## src/rtl/ssoa_pkg.sv

```systemverilog
// Shared types and constants of the sweep-scan obstacle avoider.
// Mode, motor, LED and buzzer codes, command characters, register indexes
// and the packed result item. No dependencies.
package ssoa_pkg;

  typedef enum logic [2:0] {
    MODE_IDLE    = 3'd0,
    MODE_SCAN    = 3'd1,
    MODE_DECIDE  = 3'd2,
    MODE_MOVE    = 3'd3,
    MODE_ALERT   = 3'd4,
    MODE_REVERSE = 3'd5
  } mode_e;

  typedef enum logic [2:0] {
    MOT_NONE  = 3'd0,
    MOT_STOP  = 3'd1,
    MOT_FWD   = 3'd2,
    MOT_BACK  = 3'd3,
    MOT_LEFT  = 3'd4,
    MOT_RIGHT = 3'd5
  } motor_e;

  typedef enum logic [2:0] {
    LED_OFF       = 3'd0,
    LED_GREEN     = 3'd1,
    LED_RED       = 3'd2,
    LED_ORANGE    = 3'd3,
    LED_UNCHANGED = 3'd4
  } led_e;

  typedef enum logic [1:0] {
    BUZZ_NONE    = 2'd0,
    BUZZ_STOP    = 2'd1,
    BUZZ_ALERT   = 2'd2,
    BUZZ_REVERSE = 2'd3
  } buzz_e;

  // lower-case command characters; OR with CaseBit folds upper case
  localparam logic [7:0] CmdStart  = 8'h74;
  localparam logic [7:0] CmdStop   = 8'h78;
  localparam logic [7:0] CmdFwd    = 8'h77;
  localparam logic [7:0] CmdBack   = 8'h73;
  localparam logic [7:0] CmdLeft   = 8'h61;
  localparam logic [7:0] CmdRight  = 8'h64;
  localparam logic [7:0] CmdCenter = 8'h72;
  localparam logic [7:0] CaseBit   = 8'h20;

  localparam logic [2:0] CfgSafeDist    = 3'd0;
  localparam logic [2:0] CfgScanIntv    = 3'd1;
  localparam logic [2:0] CfgAvoidTime   = 3'd2;
  localparam logic [2:0] CfgSweepMin    = 3'd3;
  localparam logic [2:0] CfgSweepMax    = 3'd4;
  localparam logic [2:0] CfgSweepStep   = 3'd5;
  localparam logic [2:0] CfgCenterAngle = 3'd6;

  localparam logic [9:0]  RstSafeDist    = 10'd20;
  localparam logic [9:0]  RstScanIntv    = 10'd40;
  localparam logic [11:0] RstAvoidTime   = 12'd120;
  localparam logic [7:0]  RstSweepMin    = 8'd30;
  localparam logic [7:0]  RstSweepMax    = 8'd150;
  localparam logic [6:0]  RstSweepStep   = 7'd10;
  localparam logic [7:0]  RstCenterAngle = 8'd90;

  localparam logic [9:0]  NearestReset   = 10'd999;
  localparam logic [7:0]  RstSweepAngle  = 8'd30;
  localparam logic [7:0]  RstNearAngle   = 8'd90;
  localparam logic [7:0]  RstServoAngle  = 8'd90;

  typedef struct packed {
    logic [9:0]  safe_distance;
    logic [9:0]  scan_interval_ms;
    logic [11:0] avoid_time_ms;
    logic [7:0]  sweep_min;
    logic [7:0]  sweep_max;
    logic [6:0]  sweep_step;
    logic [7:0]  center_angle;
  } cfg_t;

  // packed from the last output field down, so mode_out sits in the lowest bits
  typedef struct packed {
    logic [7:0] nearest_angle_out;
    logic [9:0] nearest_dist_out;
    logic       scan_fired;
    buzz_e      buzzer_cmd;
    led_e       led_color;
    logic [7:0] servo_angle_out;
    motor_e     motor_cmd;
    mode_e      mode_out;
  } result_t;

endpackage

```

## src/rtl/ssoa_ctrl.sv

```systemverilog
// Mode controller of the obstacle avoider: state registers and the
// single-pass update for one tick or command item.
// Depends on ssoa_pkg.
module ssoa_ctrl #(
  parameter int TIME_WIDTH = 32
) (
  input  logic             clk_i,
  input  logic             rst_ni,
  input  ssoa_pkg::cfg_t   cfg_i,
  input  logic             accept_i,
  input  logic             action_i,
  input  logic [7:0]       cmd_byte_i,
  input  logic [9:0]       distance_cm_i,
  output ssoa_pkg::result_t result_o
);
  import ssoa_pkg::*;

  mode_e                 run_mode_q, run_mode_d;
  mode_e                 prev_mode_q, prev_mode_d;
  logic                  auto_q, auto_d;
  logic [7:0]            sweep_angle_q, sweep_angle_d;
  logic                  upward_q, upward_d;
  logic [9:0]            near_dist_q, near_dist_d;
  logic [7:0]            near_angle_q, near_angle_d;
  logic [TIME_WIDTH-1:0] ms_q, ms_d;
  logic [TIME_WIDTH-1:0] last_scan_q, last_scan_d;
  logic [TIME_WIDTH-1:0] avoid_start_q, avoid_start_d;
  logic                  avoiding_q, avoiding_d;
  logic [7:0]            servo_q, servo_d;

  always_comb begin
    logic [7:0]            cmd_lc;
    logic [TIME_WIDTH-1:0] scan_elapsed;
    logic [TIME_WIDTH-1:0] avoid_elapsed;
    logic signed [9:0]     next_angle;
    motor_e                motor;
    led_e                  led;
    buzz_e                 buzz;
    logic                  fired;

    run_mode_d    = run_mode_q;
    prev_mode_d   = prev_mode_q;
    auto_d        = auto_q;
    sweep_angle_d = sweep_angle_q;
    upward_d      = upward_q;
    near_dist_d   = near_dist_q;
    near_angle_d  = near_angle_q;
    ms_d          = ms_q;
    last_scan_d   = last_scan_q;
    avoid_start_d = avoid_start_q;
    avoiding_d    = avoiding_q;
    servo_d       = servo_q;
    motor         = MOT_NONE;
    led           = LED_UNCHANGED;
    buzz          = BUZZ_NONE;
    fired         = 1'b0;
    cmd_lc        = cmd_byte_i | CaseBit;
    scan_elapsed  = '0;
    avoid_elapsed = '0;
    next_angle    = '0;

    if (action_i) begin
      case (cmd_lc)
        CmdStart: begin
          auto_d = 1'b1; buzz = BUZZ_STOP; run_mode_d = MODE_SCAN;
        end
        CmdStop: begin
          auto_d = 1'b0; motor = MOT_STOP; buzz = BUZZ_STOP; run_mode_d = MODE_IDLE;
        end
        CmdFwd: begin
          auto_d = 1'b0; motor = MOT_FWD; buzz = BUZZ_STOP; run_mode_d = MODE_MOVE;
        end
        CmdBack: begin
          auto_d = 1'b0; motor = MOT_BACK; buzz = BUZZ_REVERSE;
          run_mode_d = MODE_REVERSE;
        end
        CmdLeft: begin
          auto_d = 1'b0; motor = MOT_LEFT; buzz = BUZZ_STOP;
        end
        CmdRight: begin
          auto_d = 1'b0; motor = MOT_RIGHT; buzz = BUZZ_STOP;
        end
        CmdCenter: begin
          servo_d = cfg_i.center_angle;
        end
        default: ;
      endcase
    end else begin
      ms_d = ms_q + {{(TIME_WIDTH-1){1'b0}}, 1'b1};
      case (run_mode_q)
        MODE_SCAN, MODE_MOVE: led = LED_GREEN;
        MODE_REVERSE:         led = LED_UNCHANGED;
        MODE_ALERT:           led = LED_RED;
        MODE_DECIDE:          led = LED_ORANGE;
        default:              led = LED_OFF;
      endcase
      if (run_mode_q != prev_mode_q) begin
        if (run_mode_q == MODE_REVERSE) begin
          motor = MOT_BACK;
        end else if (run_mode_q == MODE_ALERT) begin
          buzz = BUZZ_ALERT;
        end
        prev_mode_d = run_mode_q;
      end
      if (auto_q) begin
        case (run_mode_q)
          MODE_SCAN: begin
            scan_elapsed = ms_d - last_scan_q;
            if (scan_elapsed >= {{(TIME_WIDTH-10){1'b0}}, cfg_i.scan_interval_ms}) begin
              last_scan_d = ms_d;
              servo_d     = sweep_angle_q;
              fired       = 1'b1;
              if (distance_cm_i != 10'd0 && distance_cm_i < near_dist_q) begin
                near_dist_d  = distance_cm_i;
                near_angle_d = sweep_angle_q;
              end
              if (upward_q) begin
                next_angle = $signed({2'b00, sweep_angle_q}) + $signed({3'b000, cfg_i.sweep_step});
              end else begin
                next_angle = $signed({2'b00, sweep_angle_q}) - $signed({3'b000, cfg_i.sweep_step});
              end
              if (next_angle >= $signed({2'b00, cfg_i.sweep_max})) begin
                sweep_angle_d = cfg_i.sweep_max;
                upward_d      = 1'b0;
                run_mode_d    = MODE_DECIDE;
              end else if (next_angle <= $signed({2'b00, cfg_i.sweep_min})) begin
                sweep_angle_d = cfg_i.sweep_min;
                upward_d      = 1'b1;
                run_mode_d    = MODE_DECIDE;
              end else begin
                sweep_angle_d = next_angle[7:0];
              end
            end
          end
          MODE_DECIDE: begin
            run_mode_d = (near_dist_q > cfg_i.safe_distance) ? MODE_MOVE : MODE_ALERT;
          end
          MODE_MOVE: begin
            motor      = MOT_FWD;
            run_mode_d = MODE_SCAN;
          end
          MODE_REVERSE: begin
            motor = MOT_BACK;
          end
          MODE_ALERT: begin
            if (!avoiding_q) begin
              motor         = (near_angle_q < cfg_i.center_angle) ? MOT_RIGHT : MOT_LEFT;
              avoid_start_d = ms_d;
              avoiding_d    = 1'b1;
            end
            avoid_elapsed = ms_d - avoid_start_d;
            if (avoid_elapsed > {{(TIME_WIDTH-12){1'b0}}, cfg_i.avoid_time_ms}) begin
              motor       = MOT_STOP;
              avoiding_d  = 1'b0;
              near_dist_d = NearestReset;
              run_mode_d  = MODE_SCAN;
            end
          end
          default: ;
        endcase
      end
    end

    result_o.mode_out          = run_mode_d;
    result_o.motor_cmd         = motor;
    result_o.servo_angle_out   = servo_d;
    result_o.led_color         = led;
    result_o.buzzer_cmd        = buzz;
    result_o.scan_fired        = fired;
    result_o.nearest_dist_out  = near_dist_d;
    result_o.nearest_angle_out = near_angle_d;
  end

  always_ff @(posedge clk_i or negedge rst_ni) begin
    if (!rst_ni) begin
      run_mode_q    <= MODE_IDLE;
      prev_mode_q   <= MODE_IDLE;
      auto_q        <= 1'b0;
      sweep_angle_q <= RstSweepAngle;
      upward_q      <= 1'b1;
      near_dist_q   <= NearestReset;
      near_angle_q  <= RstNearAngle;
      ms_q          <= '0;
      last_scan_q   <= '0;
      avoid_start_q <= '0;
      avoiding_q    <= 1'b0;
      servo_q       <= RstServoAngle;
    end else if (accept_i) begin
      run_mode_q    <= run_mode_d;
      prev_mode_q   <= prev_mode_d;
      auto_q        <= auto_d;
      sweep_angle_q <= sweep_angle_d;
      upward_q      <= upward_d;
      near_dist_q   <= near_dist_d;
      near_angle_q  <= near_angle_d;
      ms_q          <= ms_d;
      last_scan_q   <= last_scan_d;
      avoid_start_q <= avoid_start_d;
      avoiding_q    <= avoiding_d;
      servo_q       <= servo_d;
    end
  end

endmodule

```

## src/rtl/sweep_scan_obstacle_avoider.sv

```systemverilog
// Top level of the sweep-scan obstacle avoider: configuration registers,
// stream ports and the result register around ssoa_ctrl.
// Depends on ssoa_pkg and ssoa_ctrl.
//
//   channel   | direction | payload
//   s_axis    | in        | tuser: action; tdata: cmd_byte, distance_cm
//   m_axis    | out       | tdata: mode, motor, servo, led, buzzer, fired, dist, angle
//   cfg       | in        | cfg_addr_i register index, cfg_data_i value
//
// One item per cycle while s_axis_tready is high; its result is in the output
// register in the cycle after acceptance. State updates in the same edge that
// accepts the item. s_axis_tready drops only while the output register
// is full and not taken. Reset loads the register defaults and all state but out_q.
module sweep_scan_obstacle_avoider #(
  parameter int TIME_WIDTH = 32
) (
  input  logic        clk_i,
  input  logic        rst_ni,
  input  logic        cfg_we_i,
  input  logic [2:0]  cfg_addr_i,
  input  logic [11:0] cfg_data_i,
  input  logic        s_axis_tvalid,
  output logic        s_axis_tready,
  input  logic [23:0] s_axis_tdata,   // cmd_byte[7:0], distance_cm[17:8], zero
  input  logic        s_axis_tuser,   // action
  output logic        m_axis_tvalid,
  input  logic        m_axis_tready,
  output logic [39:0] m_axis_tdata    // mode_out[2:0], motor_cmd[5:3],
                                      // servo_angle_out[13:6], led_color[16:14],
                                      // buzzer_cmd[18:17], scan_fired[19],
                                      // nearest_dist_out[29:20],
                                      // nearest_angle_out[37:30], zero
);
  import ssoa_pkg::*;

  cfg_t    cfg_q;
  result_t result_d, out_q;
  logic    out_valid_q;
  logic    in_acc;

  assign s_axis_tready = !out_valid_q || m_axis_tready;
  assign in_acc        = s_axis_tvalid && s_axis_tready;

  always_ff @(posedge clk_i or negedge rst_ni) begin
    if (!rst_ni) begin
      cfg_q.safe_distance    <= RstSafeDist;
      cfg_q.scan_interval_ms <= RstScanIntv;
      cfg_q.avoid_time_ms    <= RstAvoidTime;
      cfg_q.sweep_min        <= RstSweepMin;
      cfg_q.sweep_max        <= RstSweepMax;
      cfg_q.sweep_step       <= RstSweepStep;
      cfg_q.center_angle     <= RstCenterAngle;
    end else if (cfg_we_i) begin
      case (cfg_addr_i)
        CfgSafeDist:    cfg_q.safe_distance    <= cfg_data_i[9:0];
        CfgScanIntv:    cfg_q.scan_interval_ms <= cfg_data_i[9:0];
        CfgAvoidTime:   cfg_q.avoid_time_ms    <= cfg_data_i;
        CfgSweepMin:    cfg_q.sweep_min        <= cfg_data_i[7:0];
        CfgSweepMax:    cfg_q.sweep_max        <= cfg_data_i[7:0];
        CfgSweepStep:   cfg_q.sweep_step       <= cfg_data_i[6:0];
        CfgCenterAngle: cfg_q.center_angle     <= cfg_data_i[7:0];
        default: ;
      endcase
    end
  end

  ssoa_ctrl #(
    .TIME_WIDTH(TIME_WIDTH)
  ) u_ctrl (
    .clk_i        (clk_i),
    .rst_ni       (rst_ni),
    .cfg_i        (cfg_q),
    .accept_i     (in_acc),
    .action_i     (s_axis_tuser),
    .cmd_byte_i   (s_axis_tdata[7:0]),
    .distance_cm_i(s_axis_tdata[17:8]),
    .result_o     (result_d)
  );

  always_ff @(posedge clk_i or negedge rst_ni) begin
    if (!rst_ni) begin
      out_valid_q <= 1'b0;
    end else if (in_acc) begin
      out_valid_q <= 1'b1;
    end else if (m_axis_tready) begin
      out_valid_q <= 1'b0;
    end
  end

  always_ff @(posedge clk_i) begin
    if (in_acc) begin
      out_q <= result_d;
    end
  end

  assign m_axis_tvalid = out_valid_q;
  assign m_axis_tdata  = {2'b00, out_q};

  a_cmd_result: assert property (@(posedge clk_i) disable iff (!rst_ni)
    in_acc && s_axis_tuser |=> out_q.led_color == LED_UNCHANGED && !out_q.scan_fired)
    else $error("command item produced tick-only result fields");

  a_nearest_bound: assert property (@(posedge clk_i) disable iff (!rst_ni)
    out_valid_q |-> out_q.nearest_dist_out <= NearestReset)
    else $error("nearest distance above its reset value");

  a_ready_when_empty: assert property (@(posedge clk_i) disable iff (!rst_ni)
    !out_valid_q |-> s_axis_tready)
    else $error("input stalled with empty result register");

  a_hold_stalled: assert property (@(posedge clk_i) disable iff (!rst_ni)
    m_axis_tvalid && !m_axis_tready |=> m_axis_tvalid && $stable(m_axis_tdata))
    else $error("result item changed while stalled");

endmodule
```

## config.mk

```make
export PLATFORM = sky130hd
export DESIGN_NAME = sweep_scan_obstacle_avoider
export DESIGN_NICKNAME = d
export VERILOG_FILES = /design/src/rtl/ssoa_pkg.sv /design/src/rtl/ssoa_ctrl.sv /design/src/rtl/sweep_scan_obstacle_avoider.sv
export SDC_FILE = /design/constraint.sdc
export NUM_CORES = 1
export LEC_CHECK = 0
export ABC_AREA = 1
export BUFFER_PORTS_ARGS = -buffer_cell sky130_fd_sc_hd__buf_2
export CAP_MARGIN = 0
export CORE_MARGIN = 5
export CORE_UTILIZATION = 35
export CTS_BUF_LIST = sky130_fd_sc_hd__clkbuf_8 sky130_fd_sc_hd__clkbuf_16
export DETAILED_ROUTE_END_ITERATION = 7
export PLACE_DENSITY = 0.54
export SLEW_MARGIN = 30
export SYNTH_ARGS = -nofsm -noshare
export SYNTH_HDL_FRONTEND = slang
export SYNTH_SLANG_ARGS = --single-unit
```

## constraint.sdc

```tcl
create_clock -name clk_i -period 4.4 [get_ports clk_i]
set_input_delay 0.88 -clock clk_i [delete_from_list [all_inputs] [get_ports clk_i]]
set_output_delay 0.88 -clock clk_i [all_outputs]
set_load 0.01 [all_outputs]
```

## Yosys cells after proc, flatten, opt, wreduce, memory -nomap -nowiden

Cells that the tools add are included.

| storage, ports and cells | value |
|---|---|
| input bits | 45 |
| flip-flop bits (word level) | 241 |
| logic and storage cells | 146 |
| output and inout bits | 42 |

| operators by class | value |
|---|---|
| reductions and logical operators | 26 |
| magnitude comparators | 7 |
| bitwise gates (word level) | 3 |
| mux-type cells | 58 |
| eq/ne operators | 19 |
| $add $sub $neg | 5 |

Operators by type and width:

| operator | count |
|---|---|
| two-way mux 32 bit | 4 |
| two-way mux 10 bit | 10 |
| two-way mux 8 bit | 12 |
| subtractor 32 bit | 2 |
| equality test 7 x 6 -> 1 bit, second input constant | 7 |
| two-way mux 3 bit | 12 |
| case mux 3 bit (4 select lines) | 3 |
| adder 32 x 1 -> 32 bit, second input constant | 1 |
| >= comparator 32 x 10 -> 1 bit | 1 |
| > comparator 32 x 12 -> 1 bit | 1 |
| case mux 10 bit (2 select lines) | 1 |
| AND reduction 2 bit | 8 |
| equality test 3 bit, second input constant | 5 |
| case mux 3 bit (5 select lines) | 1 |
| equality test 3 x 2 -> 1 bit, second input constant | 4 |
| >= comparator 10 x 9 -> 1 bit | 1 |
| > comparator 10 bit | 1 |
| <= comparator 10 x 9 -> 1 bit | 1 |
| less-than comparator 10 bit | 1 |
| two-way mux 2 bit | 5 |
| nonzero test 10 bit | 1 |
| OR reduction 5 bit | 2 |
| adder 8 x 7 -> 9 bit | 1 |
| case mux 3 bit (3 select lines) | 1 |
| 19 further kinds | 32 |

## Logic depth before layout (Yosys ltp)

Gate-level depths: netlist (run 1).

| depth | value |
|---|---|
| depth after elaboration | 14 |
| gate-level depth with buffers | 36 |
| mapped depth without buffers | 36 |

## By module

Synthesis (run 1) repeated with hierarchy kept, for this count alone.

| unflattened totals | value |
|---|---|
| cell total of the unflattened synthesis | 2682 |
| area total of the unflattened synthesis | 18207.5 µm² |

Modules (own cells, without submodules):

| module | cells an instance | area an instance (µm²) | times used | sequential area each (µm²) |
|---|---|---|---|---|
| ssoa_ctrl | 2349 | 14473.9 | 1 | 3504.6 |
| sweep_scan_obstacle_avoider | 333 | 3733.6 | 1 | 2770.2 |

## Worst setup path after synthesis (run 1)

OpenSTA, ideal clock, no wires.

| timing path | value |
|---|---|
| path kind | register to register |
| start | reg u_ctrl.avoiding_q |
| end | reg out_q, in the netlist m_axis_tdata[20], data pin |
| setup slack | -0.322 ns |
| arrival | 4.464 ns |
| setup time | 0.258 ns |
| data required time | 4.142 ns |
| period minus slack after synthesis | 4.722 ns |
| cell stages (with the launch flop) | 27 |
| cells stage by stage | dfrtp_1 -> clkbuf_1 -> clkbuf_1 -> buf_1 -> o21ai_0 -> ha_1 -> fa_1 -> o21ai_0 -> nand3_1 -> nand2_1 -> nand3_1 -> nand2_1 -> nand2_1 -> nand2_1 -> xor2_1 -> ha_1 -> nand4_1 -> o41ai_1 -> nand3_1 -> nor2_1 -> nand3_1 -> nor2_1 -> nand3_1 -> nand2_1 -> nand2_2 -> nor2_1 -> a21oi_1 |

RTL lines:

| item | line | source |
|---|---|---|
| start: declaration | ssoa_ctrl.sv:28 | `logic avoiding_q, avoiding_d;` |
| start signal: assignment | ssoa_ctrl.sv:199 | `avoiding_q <= avoiding_d;` |
| end signal: assignment | sweep_scan_obstacle_avoider.sv:92 | `out_q <= result_d;` |
| end: declaration | sweep_scan_obstacle_avoider.sv:37 | `result_t result_d, out_q;` |

==> flow_summary.json, run 1 <==
{
  "cts_sinks": 241,
  "synth-compound-area-share": 0.134,
  "worstReg2RegStart": "u_ctrl.ms_q[1]$_DFFE_PN0P_",
  "worstSetupEndpointType": "flop",
  "p_leak_nw": 12.6,
  "clockRootBuffer": "clkbuf_16",
  "final_hold_viol_count": 0,
  "ant_nets": 0,
  "crit_end": "m_axis_tdata[0]$_DFFE_PP_",
  "area_growth_pct": 29.4,
  "synth-seq-area-share": 0.331,
  "row_count": 85,
  "grt_max_degree": 110,
  "drt-initial-drc-count": 1187,
  "regToRegSetupSlack_ns": -0.19,
  "final_cells": 3877,
  "fin_crit_sh": 1.04,
  "synthAdderAreaFrac": 0.0788,
  "required_ns": 4.73,
  "vias": 19300,
  "hpwl_mm": 47.4,
  "synth-edff-count": 38,
  "power_mw": 20.1,
  "synth_top_family_by_area": "simple AND/OR/NAND/NOR gates",
  "antenna_found_initial": 3,
  "ys_warn_count": 0,
  "gp_congestion": 0.916,
  "die_area_mm2": 0.0589,
  "peakVddDrop_mv": 0.457,
  "maxSlewHeadroom": 0.370,
  "wirelength_mm": 62.8,
  "final_max_slew_viol_count": 0,
  "hold_path.class": "in -> async",
  "violations": "negative setup slack",
  "r2r_cells": 33,
  "path_clk_slew_ns": 0.06,
  "post-place-ws_ns": -0.623,
  "clk_latency_ns": 0.59,
  "setup_viol": 91,
  "worst_slew_pin_slew_ns": 0.944,
  "drive_above_1_share": 0.238,
  "r2r-end": "m_axis_tdata[0]$_DFFE_PP_",
  "status": "finished with violations",
  "worst_slack_ns": -0.188,
  "synth_cells": 2824,
  "skew_ns": 0.0167,
  "drc_errors": 0,
  "startpoint": "u_ctrl.ms_q[1]$_DFFE_PN0P_",
  "viasPerCell": 4.98,
  "cp_slowest_cell": "dfrtp_1",
  "worstSetupStartpointType": "flop",
  "synth_area_mm2": 0.0190,
  "grt_pass1_vias": 18500,
  "wl_per_cell_um": 16.2,
  "synth-seq-cells": 241,
  "async_flop_share": 0.842,
  "portBuffers": 77,
  "synth-xor-area-share": 0.0184,
  "maxCapViolCount": 0,
  "fillers": 5358,
  "synth-main-ff-cell": "dfrtp_1",
  "cts_tree": "done",
  "placed_area_mm2": 0.0219,
  "gr-total-overflow": 0,
  "cts_max_level": 1,
  "die_w_um": 243,
  "core-area_mm2": 0.0537,
  "dp_cells": 3783,
  "path_class": "reg -> reg",
  "grt_util_all_layers": 0.202,
  "die_h_um": 243,
  "nets": 3319,
  "post-route-min-period_ns": 4.59,
  "dr.pass1.iters": 6,
  "yosysUniqueCellTypes": 58,
  "clock.fmax_mhz": 218,
  "cp_slowest_stage_delay_ns": 0.40,
  "rsz0062_at_grt": "yes",
  "grt_pass1_wl_mm": 98.1,
  "top_level_ports": 87,
  "syn_area_per_cell_um2": 6.72,
  "arrival_ns": 4.92,
  "initial_core_util": 0.353,
  "powerDensity_mw_per_mm2": 818,
  "clockBufferDepth": 3,
  "crit_path_max_fanout": 4,
  "final_area_mm2": 0.0245,
  "synthMuxAreaShare": 0.000528,
  "numCtsBuffers": 31,
  "synthSimpleGateAreaFrac": 0.332
}
[flip-flops by register name (all words and copies together) (netlist names)]
signal	cells
u_ctrl.servo_q	8
u_ctrl.near_dist_q	10
u_ctrl.ms_q	32
u_ctrl.prev_mode_q	3
u_ctrl.last_scan_q	32
u_ctrl.avoiding_q	1
u_ctrl.avoid_start_q	32
cfg_q	63
m_axis_tvalid	1
u_ctrl.run_mode_q	3
m_axis_tdata	38
u_ctrl.sweep_angle_q	8
u_ctrl.near_angle_q	8
u_ctrl.upward_q	1
u_ctrl.auto_q	1
[synthesized netlist by cell type, types with 12 or more instances]
| master | number | share of area |
|---|---|---|
| o21ai_0 | 215 | 0.057 |
| xor2_1 | 30 | 0.014 |
| a21oi_1 | 115 | 0.030 |
| nor3_1 | 21 | 0.0055 |
| dfrtp_1 | 160 | 0.21 |
| nand4_1 | 64 | 0.021 |
| nand3_1 | 190 | 0.050 |
| o211ai_1 | 23 | 0.0091 |
| nor2_2 | 16 | 0.0053 |
| clkbuf_1 | 44 | 0.0087 |
| nand3_2 | 16 | 0.0084 |
| inv_2 | 14 | 0.0028 |
| nor2_1 | 210 | 0.042 |
| inv_1 | 440 | 0.087 |
| dfstp_2 | 43 | 0.060 |
| ha_1 | 113 | 0.075 |
| o22ai_1 | 28 | 0.0092 |
| o21ai_1 | 12 | 0.0032 |
| nand2_2 | 28 | 0.0092 |
| edfxtp_1 | 38 | 0.060 |
| nand2_1 | 875 | 0.17 |
[power by group]
| group | total [mW] | internal [mW] | switching [mW] |
|---|---|---|---|
| logic | 13.7 | 5.70 | 8.04 |
| registers | 3.71 | 3.16 | 0.559 |
| clock network | 2.62 | 1.56 | 1.06 |
[layer usage]
metal | track usage | vias to the layer above | part of all wire
met1 | 0.299 | 9009 | 0.49
met4 | 0.0401 | 0 | 0.019
met2 | 0.326 | 415 | 0.45
met5 | 0 | - | 0
li1 | - | 9813 | -
met3 | 0.0184 | 76 | 0.041
[stage by stage]
step	hold slack (ns)	TNS, ns	util
floorplan	0.442	0	-
global placement	0.455	-37.09	0.408
detailed placement	0.460	-43.83	0.408
CTS	0.396	-8.39	0.443
global route	0.207	-38.24	0.457
finish	0.187	-8.74	0.457
[kinds of logic (layout without fill, tap and decap cells)]
logic type               count (synthesis)  after routing
multiplexers                             1              1
AO/OA/AOI/OAI                          448            448
flip-flops                             241            241
adder cells (fa/ha/maj)                117            117
XOR/XNOR                                39             39
buffers and inverters                  520            873
AND/OR/NAND/NOR                       1457           1459
other                                    1              3
[critical path: cells and delay by family (launching register included)]
kind,cells,cell delay (ns)
AO/OA/AOI/OAI,8,0.81
XOR/XNOR,1,0.18
adder cells (fa/ha/maj),3,0.76
buffers and inverters,4,0.60
flip-flops,1,0.40
AND/OR/NAND/NOR,17,1.55
[what timing repair did]
item	4_1_cts	5_1_grt
hold buffers	0	0
resized for setup	155	123
gates cloned	4	3
endpoints found under the setup margin	103	103
pin swaps	54	52
setup buffers	18	15
[final cells by class]
| type | count | area [um^2] | area share |
|---|---|---|---|
| antenna | 1 | 2.50 | 0.000102 |
| clock buffer | 43 | 952 | 0.0388 |
| clock inverter | 13 | 103 | 0.00418 |
| inverter | 457 | 1720 | 0.0701 |
| multi-input combinational | 2066 | 11800 | 0.480 |
| sequential | 241 | 6280 | 0.256 |
| tap | 696 | 871 | 0.0355 |
| timing repair buffer | 360 | 2830 | 0.115 |
[how the worst min path moves through the flow]
stage	startpoint	to	slack (ns)	depth (start not counted)
after floorplan	u_ctrl.avoid_start_q[0]$_DFFE_PN0P_	u_ctrl.avoid_start_q[0]$_DFFE_PN0P_	0.44	2
after global placement	u_ctrl.avoid_start_q[0]$_DFFE_PN0P_	u_ctrl.avoid_start_q[0]$_DFFE_PN0P_	0.45	2
after detailed placement	u_ctrl.servo_q[4]$_DFFE_PN1P_	u_ctrl.servo_q[4]$_DFFE_PN1P_	0.46	2
after CTS	rst_ni	cfg_q[15]$_DFFE_PN0P_	0.40	1
after global routing	rst_ni	cfg_q[18]$_DFFE_PN0P_	0.21	1
final	rst_ni	cfg_q[15]$_DFFE_PN0P_	0.19	1
[layout by cell type (no fill, tap or decap), types with 24 or more instances in the layout]
cell         n
a21oi_1    105
buf_2       76
buf_4      248
clkbuf_16   35
dfrtp_1    157
dfstp_2     43
edfxtp_1    38
ha_1       100
inv_1      434
inv_2       24
nand2_1    821
nand2_2     67
nand3_1    164
nand3_2     33
nand4_1     64
nor2_1     187
nor2_2      29
o21ai_0    205
o22ai_2     27
Note: power is estimated with default switching activity, not from simulation.
==> inputs of run 2 (changes only) <==
- CORE_MARGIN: 5 -> unset
==> run 2 against run 1 <==
Compared with the run above:
- the run still ends with negative setup slack left
- worst setup slack got worse by 0.049 ns
- cell count grew 0.26%
- non-clock buffer count grew 17
- die area down 6.5%
- clock power decreased by 7%
- first-iteration DRC count increased by 21%
- hold slack better by 0.16 ns
- wire length up 0.57%
- sequential power about the same
- sequential share of layout area decreased by 0.40 points
- critical path type unchanged
- largest cell class unchanged
==> flow_summary.json, run 2 (synthesis gave the netlist of run 1 again) <==
{
  "status": "finished with violations",
  "violations": "negative setup slack",
  "setup_viol": 96,
  "post-route-min-period_ns": 4.64,
  "portBuffers": 77,
  "wl_per_cell_um": 16.3,
  "die_area_mm2": 0.0551,
  "core-area_mm2": 0.0531,
  "vias": 19600,
  "r2r_cells": 30,
  "holdWs_ns": 0.351,
  "final_cells": 3887,
  "grt_pass1_vias": 18500,
  "path_clk_slew_ns": 0.06,
  "final_max_slew_viol_count": 0,
  "grt_pass1_wl_mm": 98.7,
  "hold_path.class": "in -> async",
  "largest_register_ffs": 63,
  "worstSetupEndpointType": "flop",
  "maxCapViolCount": 0,
  "power_mw": 20.5,
  "clk_latency_ns": 0.61,
  "worstSetupStartpointType": "flop",
  "top_level_ports": 87,
  "ctsHoldBuffers": 0,
  "final_hold_viol_count": 0,
  "cts_tree": "done",
  "placed_area_mm2": 0.0219,
  "ant_nets": 0,
  "clockRootBuffer": "clkbuf_16",
  "gr-total-overflow": 0,
  "drt-initial-drc-count": 1437,
  "final_core_util": 0.470,
  "dr.pass1.iters": 5,
  "initial_core_util": 0.357,
  "die_w_um": 235,
  "final_area_mm2": 0.0249,
  "post-place-ws_ns": -0.571,
  "peakVddDrop_mv": 0.347,
  "fin_crit_sh": 1.05,
  "crit_path_max_fanout": 5,
  "fillers": 5263,
  "skew_ns": 0.0260,
  "path_class": "reg -> reg",
  "final_cell_mix": "nand2_1 (799), inv_1 (435), buf_4 (242)",
  "wirelength_mm": 63.2,
  "rsz0062_at_grt": "yes",
  "grt_util_all_layers": 0.223,
  "fin_setup_tns_ns": -11.28,
  "top_register": "cfg_q",
  "required_ns": 4.93,
  "powerDensity_mw_per_mm2": 821,
  "cp_slowest_cell": "o41ai_2",
  "drive_above_1_share": 0.252,
  "dp_cells": 3780,
  "die_h_um": 235,
  "cts_sinks": 241,
  "worst_slack_ns": -0.237,
  "cp_slowest_stage_delay_ns": 0.44,
  "row_count": 84,
  "area_growth_pct": 31.4,
  "worst_slew_pin_slew_ns": 0.870,
  "clockBufferDepth": 3,
  "drc_errors": 0,
  "grt_max_degree": 96,
  "nets": 3335,
  "arrival_ns": 5.16,
  "numCtsBuffers": 31,
  "cts_max_level": 1,
  "viasPerCell": 5.04,
  "gp_congestion": 0.901,
  "final_common_cell": "nand2_1",
  "maxSlewHeadroom": 0.420,
  "antenna_found_initial": 2,
  "hpwl_mm": 47.6,
  "clock.fmax_mhz": 216,
  "p_leak_nw": 12.7
}
[run 2: cell count changes in the layout (fill, tap and decap cells not counted), moves of 7 or more]
cell / delta
nor2_1: -9
nand2_2: +23
clkbuf_8: -7
buf_6: +21
nand2_1: -22
[run 2: cell type report]
class | instances | area (um^2) | area share
diodes | 2 | 5.00 | 0.000201
clock buffers | 34 | 817 | 0.0328
clock inverters | 23 | 144 | 0.00577
inverters | 457 | 1720 | 0.0689
multi-input cells | 2065 | 12000 | 0.482
flip-flops and latches | 241 | 6280 | 0.252
well taps | 688 | 861 | 0.0345
repair buffers | 377 | 3080 | 0.124
[run 2: routing by layer]
| metal | GRT usage | up-vias | wire (um) |
|---|---|---|---|
| met2 | 0.357 | 442 | 28300 |
| met1 | 0.315 | 9223 | 30500 |
| met5 | 0 | - | 0 |
| met4 | 0.0606 | 0 | 1470 |
| met3 | 0.0289 | 77 | 2870 |
| li1 | - | 9855 | - |
[run 2: path summary, 6_finish.rpt]
path	endpoint	slack [ns]	start
setup / recovery	u_ctrl.run_mode_q[2]$_DFFE_PN0P_	-0.24	u_ctrl.ms_q[0]$_DFFE_PN0P_
hold / removal	cfg_q[15]$_DFFE_PN0P_	0.35	rst_ni
min in group clk_i	u_ctrl.servo_q[6]$_DFFE_PN1P_	0.46	u_ctrl.servo_q[6]$_DFFE_PN1P_
hold reg to reg	u_ctrl.servo_q[6]$_DFFE_PN1P_	0.46	u_ctrl.servo_q[6]$_DFFE_PN1P_
max in group asynchronous	u_ctrl.avoiding_q$_DFFE_PN0P_	3.02	rst_ni
setup reg to reg	u_ctrl.run_mode_q[2]$_DFFE_PN0P_	-0.24	u_ctrl.ms_q[0]$_DFFE_PN0P_
[run 2: worst max-delay path, delay by kind of cell, from the launching register on]
family / cells / cell delay [ns]
fa+ha+maj: 2 / 0.51
flops: 1 / 0.40
compound gates: 5 / 0.97
xor+xnor: 1 / 0.15
buf+inv: 6 / 0.85
simple gates: 16 / 1.67
[run 2: what timing repair did]
action | CTS | global route
endpoints found under the setup margin | 103 | 103
gates resized for setup | 175 | 189
pin swaps | 70 | 88
endpoints found under the hold margin | 0 | 0
setup buffers | 29 | 17
cloned | 8 | 0
[run 2: where the power goes]
part / leakage, nW / switching (mW) / internal, mW
clock: 0.505 / 1.06 / 1.38
sequential: 2.81 / 0.558 / 3.15
combinational: 9.38 / 8.33 / 5.99
total: 12.7 / 9.94 / 10.5
==> inputs of run 3 (changes only) <==
- CTS_BUF_LIST: sky130_fd_sc_hd__clkbuf_8 sky130_fd_sc_hd__clkbuf_16 -> unset
==> run 3 against run 2 <==
Compared with the run above:
- maximum frequency is 2.8% higher
- count of clock-buffer cells in the layout is 9 higher
- worst setup slack gained 0.13 ns
- design area down 1.0%
- the flow still finishes with violations (negative setup slack)
- flip-flop and latch count unchanged
- wire length is 0.46% lower
- first-iteration DRC count down 13%
- non-clock buffer count shrank 12
- total power down 0.81%
==> flow_summary.json, run 3 (synthesis gave the netlist of run 1 again) <==
{
  "clockRootBuffer": "clkbuf_16",
  "maxCapViolCount": 0,
  "top_register": "cfg_q",
  "top_level_ports": 87,
  "wirelength_mm": 62.9,
  "worst_slack_ns": -0.109,
  "rsz0062_at_grt": "yes",
  "wl_per_cell_um": 16.2,
  "worstSetupStartpointType": "flop",
  "grt_util_all_layers": 0.222,
  "violations": "negative setup slack",
  "die_w_um": 235,
  "final_common_cell": "nand2_1",
  "viasPerCell": 5.05,
  "fin_crit_sh": 1.02,
  "numCtsBuffers": 31,
  "r2r_cells": 31,
  "portBuffers": 77,
  "maxSlewHeadroom": 0.380,
  "dr.pass1.iters": 5,
  "hpwl_mm": 47.6,
  "final_hold_viol_count": 0,
  "cts_sinks": 241,
  "cts_tree": "done",
  "worstSetupEndpointType": "flop",
  "die_area_mm2": 0.0551,
  "final_max_slew_viol_count": 0,
  "row_count": 84,
  "power_mw": 20.3,
  "largest_register_ffs": 63,
  "worst_slew_pin_slew_ns": 0.926,
  "initial_core_util": 0.357,
  "area_growth_pct": 30.1,
  "crit_path_max_fanout": 6,
  "grt_pass1_wl_mm": 98.3,
  "gp_congestion": 0.901,
  "cts_max_level": 1,
  "peakVddDrop_mv": 0.352,
  "drc_errors": 0,
  "core-area_mm2": 0.0531,
  "path_class": "reg -> reg",
  "grt_max_degree": 96,
  "setup_viol": 92,
  "vias": 19600,
  "clock.fmax_mhz": 222,
  "grt_pass1_vias": 18500,
  "critPathMostFrequentCell": "nand2_1",
  "path_clk_slew_ns": 0.06,
  "die_h_um": 235,
  "skew_ns": 0.0308,
  "drive_above_1_share": 0.247,
  "p_leak_nw": 12.5,
  "ant_nets": 0,
  "clockBufferDepth": 3,
  "nets": 3323,
  "hold_path.class": "in -> async",
  "cp_slowest_stage_delay_ns": 0.40,
  "drt-initial-drc-count": 1250,
  "cp_slowest_cell": "dfrtp_1",
  "clk_latency_ns": 0.62,
  "final_cell_mix": "nand2_1 (800), inv_1 (427), buf_4 (241)",
  "powerDensity_mw_per_mm2": 823,
  "post-route-min-period_ns": 4.51,
  "arrival_ns": 5.06,
  "fin_setup_tns_ns": -3.92,
  "required_ns": 4.95,
  "antenna_found_initial": 1,
  "gr-total-overflow": 0,
  "status": "finished with violations"
}
[run 3: timing repair]
action / CTS / global route
pin swaps: 72 / 103
gates cloned: 5 / 2
buffers inserted: 26 / 14
endpoints found under the setup margin: 103 / 103
gates resized for setup: 174 / 175
hold buffers: 0 / 0
[run 3: cell type report]
cell class,count,area (um^2)
fillers,5292,28400
multi-input cells,2065,12000
flip-flops and latches,241,6280
repair buffers,365,2900
inverters,457,1720
well taps,688,861
clock buffers,43,851
clock inverters,14,110
diodes,1,2.50
[run 3: power breakdown]
part / switching (mW) / internal [mW] / total, mW
logic: 8.26 / 5.88 / 14.1
registers: 0.558 / 3.15 / 3.71
clock network: 1.05 / 1.40 / 2.46
total: 9.87 / 10.4 / 20.3
[run 3: worst paths after layout]
check,slack (ns),endpoint,startpoint
max,-0.11,u_ctrl.near_dist_q[4]$_DFFE_PN0P_,u_ctrl.ms_q[1]$_DFFE_PN0P_
max reg2reg,-0.11,u_ctrl.near_dist_q[4]$_DFFE_PN0P_,u_ctrl.ms_q[1]$_DFFE_PN0P_
min,0.34,cfg_q[15]$_DFFE_PN0P_,rst_ni
min in group clk_i,0.46,u_ctrl.servo_q[4]$_DFFE_PN1P_,u_ctrl.servo_q[4]$_DFFE_PN1P_
max in group asynchronous,3.02,u_ctrl.last_scan_q[2]$_DFFE_PN0P_,rst_ni
min reg2reg,0.46,u_ctrl.servo_q[4]$_DFFE_PN1P_,u_ctrl.servo_q[4]$_DFFE_PN1P_
[run 3: worst max-delay path, delay by kind of cell, from the launching register on]
family,cells,cell delay [ns]
AND/OR/NAND/NOR,19,2.07
buffers and inverters,5,0.63
adder cells (fa/ha/maj),2,0.49
AO/OA/AOI/OAI,4,0.70
XOR/XNOR,1,0.19
flip-flops,1,0.40
[run 3: through the flow]
stage               utilization  cell area, um^2  setup slack (ns)  cells  hold slack [ns]
finish                    0.465            24700            -0.109   3874            0.343
global route              0.465            24700            -0.482   3873            0.387
CTS                       0.451            23900            -0.196   3868            0.377
detailed placement        0.413            21900            -0.571   3780            0.460
global placement          0.413            21900            -0.609   3780            0.454
floorplan                     -            19000            0.0597   2825            0.442
[run 3: layer usage]
layer / GRT usage / routed length [um] / share of wire
met5: 0 / 0 / 0
met3: 0.0278 / 3110 / 0.049
met1: 0.315 / 30300 / 0.48
met2: 0.355 / 28000 / 0.45
met4: 0.0568 / 1450 / 0.023
